## config.mk

```make
export PLATFORM = sky130hd
export DESIGN_NAME = wola_ctrl
export DESIGN_NICKNAME = d
export VERILOG_FILES = /design/src/hw/rtl/wola_pkg.sv /design/src/hw/rtl/wola_ctrl.sv
export SDC_FILE = /design/constraint.sdc
export NUM_CORES = 1
export LEC_CHECK = 0
export BUFFER_PORTS_ARGS = -buffer_cell sky130_fd_sc_hd__clkbuf_2
export CAP_MARGIN = 10
export CORE_AREA = 2 2 39 41
export CTS_CLUSTER_SIZE = 24
export DETAILED_ROUTE_END_ITERATION = 10
export DIE_AREA = 0 0 41 43
export PLACE_DENSITY = 0.56
export SETUP_SLACK_MARGIN = 0.4
export SYNTH_ARGS = -nofsm -noshare
export SYNTH_HDL_FRONTEND = slang
export SYNTH_SLANG_ARGS = --single-unit
```

## constraint.sdc

```tcl
create_clock -name clk -period 1.4 [get_ports clk]
set_input_delay 0.14 -clock clk [delete_from_list [all_inputs] [get_ports clk]]
set_output_delay 0.14 -clock clk [all_outputs]
set_load 0.02 [all_outputs]
```

## src/hw/rtl/wola_pkg.sv

```systemverilog
package wola_pkg;

	// Register indexes on the configuration port
	localparam logic [1:0] CFG_FFT_SIZE = 2'd0;
	localparam logic [1:0] CFG_HOP      = 2'd1;
	localparam logic [1:0] CFG_FRAMES   = 2'd2;
	localparam logic [1:0] CFG_FLOOR    = 2'd3;

	// Operation codes of an input item
	localparam logic OP_LOAD   = 1'b0;
	localparam logic OP_SAMPLE = 1'b1;

	// Width of an output position (frame start plus offset)
	localparam int PW = 28;
	// Quotient bits produced by the normalizing divider
	localparam int DIV_STEPS = 24;

	typedef enum logic [2:0] {
		S_CLEAR,
		S_IDLE,
		S_MUL,
		S_ACC,
		S_WB,
		S_DIV,
		S_OUT
	} state_t;

	typedef struct packed {
		logic accept;
		logic mul;
		logic acc;
		logic wb;
		logic div_step;
		logic out_load;
		logic clear;
	} cmd_t;

	typedef struct packed {
		logic restart;
		logic clear_done;
		logic is_sample;
		logic emit;
		logic under;
		logic div_done;
		logic out_free;
	} status_t;

endpackage

```

## src/hw/rtl/wola_ctrl.sv

```systemverilog
module wola_ctrl import wola_pkg::*; (
	input  logic    clk,
	input  logic    arst_n,
	input  logic    in_valid,
	input  status_t status,
	output logic    in_stall,
	output cmd_t    cmd
);

	state_t state_q, state_d;

	always_ff @(posedge clk or negedge arst_n) begin
		if (!arst_n) begin
			state_q <= S_CLEAR;
		end else begin
			state_q <= state_d;
		end
	end

	always_comb begin
		cmd      = '0;
		in_stall = 1'b1;
		state_d  = state_q;
		unique case (state_q)
			S_CLEAR: begin
				cmd.clear = 1'b1;
				if (status.clear_done) begin
					state_d = S_IDLE;
				end
			end
			S_IDLE: begin
				in_stall = 1'b0;
				if (in_valid) begin
					cmd.accept = 1'b1;
					if (status.is_sample) begin
						state_d = S_MUL;
					end
				end
			end
			S_MUL: begin
				cmd.mul = 1'b1;
				state_d = S_ACC;
			end
			S_ACC: begin
				cmd.acc = 1'b1;
				state_d = S_WB;
			end
			S_WB: begin
				cmd.wb = 1'b1;
				priority if (status.emit && !status.under) begin
					state_d = S_DIV;
				end else if (status.emit) begin
					state_d = S_OUT;
				end else begin
					state_d = S_IDLE;
				end
			end
			S_DIV: begin
				cmd.div_step = 1'b1;
				if (status.div_done) begin
					state_d = S_OUT;
				end
			end
			S_OUT: begin
				if (status.out_free) begin
					cmd.out_load = 1'b1;
					state_d      = S_IDLE;
				end
			end
			default: begin
				state_d = S_CLEAR;
			end
		endcase
		// a signal restart wipes the rings again
		if (status.restart) begin
			state_d = S_CLEAR;
		end
	end

endmodule

```

Word-level counts from Yosys, hierarchy flattened
Cells that the tools add are included.

word-level totals
  bits in read-only memories = 0
  memories kept = 0
  memory bits (writable) = 0
  logic and storage cells = 35
  latch bits = 0
  register bits after elaboration = 3

cells by class
  bitwise logic cells = 0
  mux-type cells = 19
  magnitude comparators = 0
  add/subtract/negate cells = 0
  shift operators = 0
  multiply operators = 0
  equality and inequality tests = 11
  divide/modulo/power cells = 0
  reduce and logical (&&, ||, !) cells = 4

operator list
  operator                                       count
  two-way mux 3 bit                              8
  one-hot mux 3 bit (7 select lines)             1
  != test 3 bit, second input constant           5
  two-way mux 1 bit                              10
  == test 3 bit, second input constant           3
  == test 3 x 2 -> 1 bit, second input constant  2
  AND reduction 5 bit                            1
  == test 3 x 1 -> 1 bit, second input constant  1
  logical NOT 3 bit                              1
  logical AND 1 bit                              1
  logical NOT 1 bit                              1

Depth between registers and ports, before layout
  depth in word-level cells = 5
  depth in mapped cells = 5

Least setup slack after synthesis
Ideal clock, no wire load.

  path kind = register -> output
  from = register state_q[0]
  to = output cmd[5] (netlist bit)
  stages on the path, launching flop included = 3
  path buffers = 1
  required time = 1.260 ns
  path slack = 0.152 ns
  data arrival time = 1.108 ns
  cells stage by stage = dfrtp_1 > buf_2 > nor3b_1

RTL lines
  item                    RTL line         source
  from (decl)             wola_ctrl.sv:10  state_t state_q, state_d;
  from (signal assigned)  wola_ctrl.sv:16  state_q <= state_d;
  to (decl)               wola_ctrl.sv:7   output cmd_t cmd

==> key figures <==
Drt
  – Routed len/inst: 10.5 um
  – DRT iter0 DRCs: 4
  – Vias: 392
  – Via/cell ratio: 4.56
  – Routed Wire Length: 907 um
  – DRT antenna net count: 0
  – Remaining routing DRC violations: 0
  – Drt first pass iters: 4

Synthesis
  – Syn Inst Count: 39
  – Mapped Nets: 49
  – Unique masters post-synth: 23
  – Post-Syn Area: 314 um^2
  – #FFs+latches synth: 3
  – Mean Syn Cell Area: 8.05 um^2
  – Sequential fraction of the synthesis area: 23.9%
  – Warnings, synthesis: 0

Die
  – Std-Cell Rows: 14
  – Core area: 0.00138 mm^2
  – Die outline height: 43 um
  – # IOs: 18
  – DIE WIDTH: 41 um
  – Starting Density: 22.7%
  – Die Footprint: 0.00176 mm^2

Setup path
  – Critical path endpoint category: output pin
  – Worst EP arrival: 1.16 ns
  – Data required, critical path: 1.26 ns
  – Startpoint types: register
  – Worst setup path startpoint: state_q[2]
  – Worst r2r src: state_q[1]
  – CP Max Fanout: 5
  – Reg2Reg Depth: 4
  – Setup slack, reg-to-reg: 0.11 ns
  – Critical path class: reg -> out
  – R2r endpoint: state_q[0]

Placement
  – HPWL after DPL: 619 um
  – Placed cell area: 435 um^2
  – Number of port buffers: 17
  – Placed Cells: 71
  – RePlAce Congestion: 0.713

Timing
  – RSZ-0062 raised after global routing: true
  – Final period util: 92.5%
  – F_max: 772 MHz
  – Final TNS setup: 0 ns
  – Final Setup Violations: 0
  – Relative slew slack: 83.3%
  – Hold Vio Cnt, Final: 0
  – Time the worst path needs with I/O delays and setup: 1.30 ns
  – Skew final: 0.00202 ns
  – Final Max Tran Viols: 0
  – Worst slew pin tran: 0.250 ns

Pwr
  – P per Cell Area: 1690 mW/mm^2
  – Leakage: 0.295 nW
  – Max VDD drop: 0.631 mV
  – Overall power: 1.10 mW

GRT
  – Grt total ovfl: 0
  – Initial antenna violation count: 0
  – Global-route wire length before repair: 1350 um
  – Vias in the first global route: 329
  – Largest net degree at the start of global routing: 8
  – GRT Resource Usage Total: 11.4%

Finish
  – Finished Cell Area: 649 um^2
  – Final nets: 81
  – Post-Route Utilization: 46.9%
  – Final Instance Count excl. Fillers: 86
  – Share of post-route cells with drive strength above 1: 70.0%
  – Largest register FFs: 3
  – Antenna diodes: 0
  – Area Overhead vs Synth: 107%
  – Top reg by flops: state_q
  – Biggest regs: state_q (3)

Clock tree
  – CTS tree: built
  – Clock slew at reported path FFs: 0.03 ns
  – Num CTS Buffers: 3
  – H-tree depth: 1
  – CTS max path bufs: 2
  – Skew-Pair Late Insertion Delay: 0.23 ns
  – CTS Root Cell: clkbuf_4
  – Clk sinks: 3

Hold path
  – Worst Hold Class: in -> reg
  – Worst Hold End: state_q[2]
  – Hold Startpoint: status[6]
  – WHS Path Cells: 2

Run
  – Max-Cap Viols: 0

Status
  – Outcome: finished clean
[placed cells by master, fill, tap and decap left out, types with 2 or more instances in the layout]
cell type  Yosys  final
clkbuf_4       0      3
nor3b_2        0      2
nand2_1        4      4
clkbuf_2       0      9
o21a_1         2      2
buf_4          1     10
buf_6          1      9
dfrtp_2        0      3
nor2_1         4      3
[final cells by class]
type / instances / area (um^2)
fill: 143 / 734
multi-input combinational: 31 / 269
timing repair buffer: 30 / 245
sequential: 3 / 78.8
clock buffer: 4 / 26.3
tap: 16 / 20.0
inverter: 2 / 10.0
[worst max-delay path by stage]
stage / depth (start not counted) / endpoint
detailed placement: 3 / state_q[0]
global route: 3 / cmd[5]
CTS: 3 / cmd[5]
floorplan: 4 / state_q[0]
global placement: 3 / state_q[0]
finish: 3 / cmd[1]
[timing repair]
item,4_1_cts,5_1_grt
setup buffers,7,3
endpoints found under the setup margin,11,11
endpoints found under the hold margin,3,0
hold buffers,1,0
pin swaps,6,9
resized for setup,19,19
[cell families after synthesis]
family	Yosys count	share of synthesized area, %
buffers and inverters	5	9.96
AND/OR/NAND/NOR	23	47.8
flip-flops	3	23.9
AO/OA/AOI/OAI	8	18.3
[layer usage]
metal  global-route usage [%]  part of all wire (%)  vias up  routed length, um
met5                        0                     0        -                  0
met4                     8.00                     0        0                  0
met3                     3.14                   5.5        0                 50
met2                     15.0                    46       11                413
met1                     15.2                    49      177                442
li1                         -                     -      204                  -
[synth_stat cells (all sizes together)]
cell type	instances	area share, %
a32o	1	3.2
nor3b	4	9.6
o21ai	2	3.2
nor4b	1	7.6
and4	1	2.8
o21a	2	4.8
and3	1	2.0
nor3	2	3.2
a211oi	1	2.4
nand3	2	3.2
dfrtp	3	24
nand2b	2	4.0
and4bb	1	4.0
nor2	5	6.8
nand2	4	4.8
buf	3	7.6
inv	2	2.4
o22ai	1	2.0
a311oi	1	2.8
[power breakdown]
group / switching [mW] / internal (mW)
logic: 0.339 / 0.433
clock network: 0.0397 / 0.106
registers: 0.0625 / 0.119
[worst max-delay path, stage by stage (launching register included)]
cell and delay (ns):
dfrtp_2 0.46, buf_6 0.14, and4_1 0.18, clkbuf_8 0.15
[through the flow]
step | worst slack [ns] | hold slack, ns
2_1_floorplan | 0.271 | -0.156
3_3_place_gp | 0.130 | -0.0581
3_5_place_dp | 0.0824 | -0.0595
4_1_cts | 0.0968 | 0.115
5_1_grt | 0.0603 | 0.135
6_report | 0.105 | 0.135
Power figures use the tool's default switching activity.
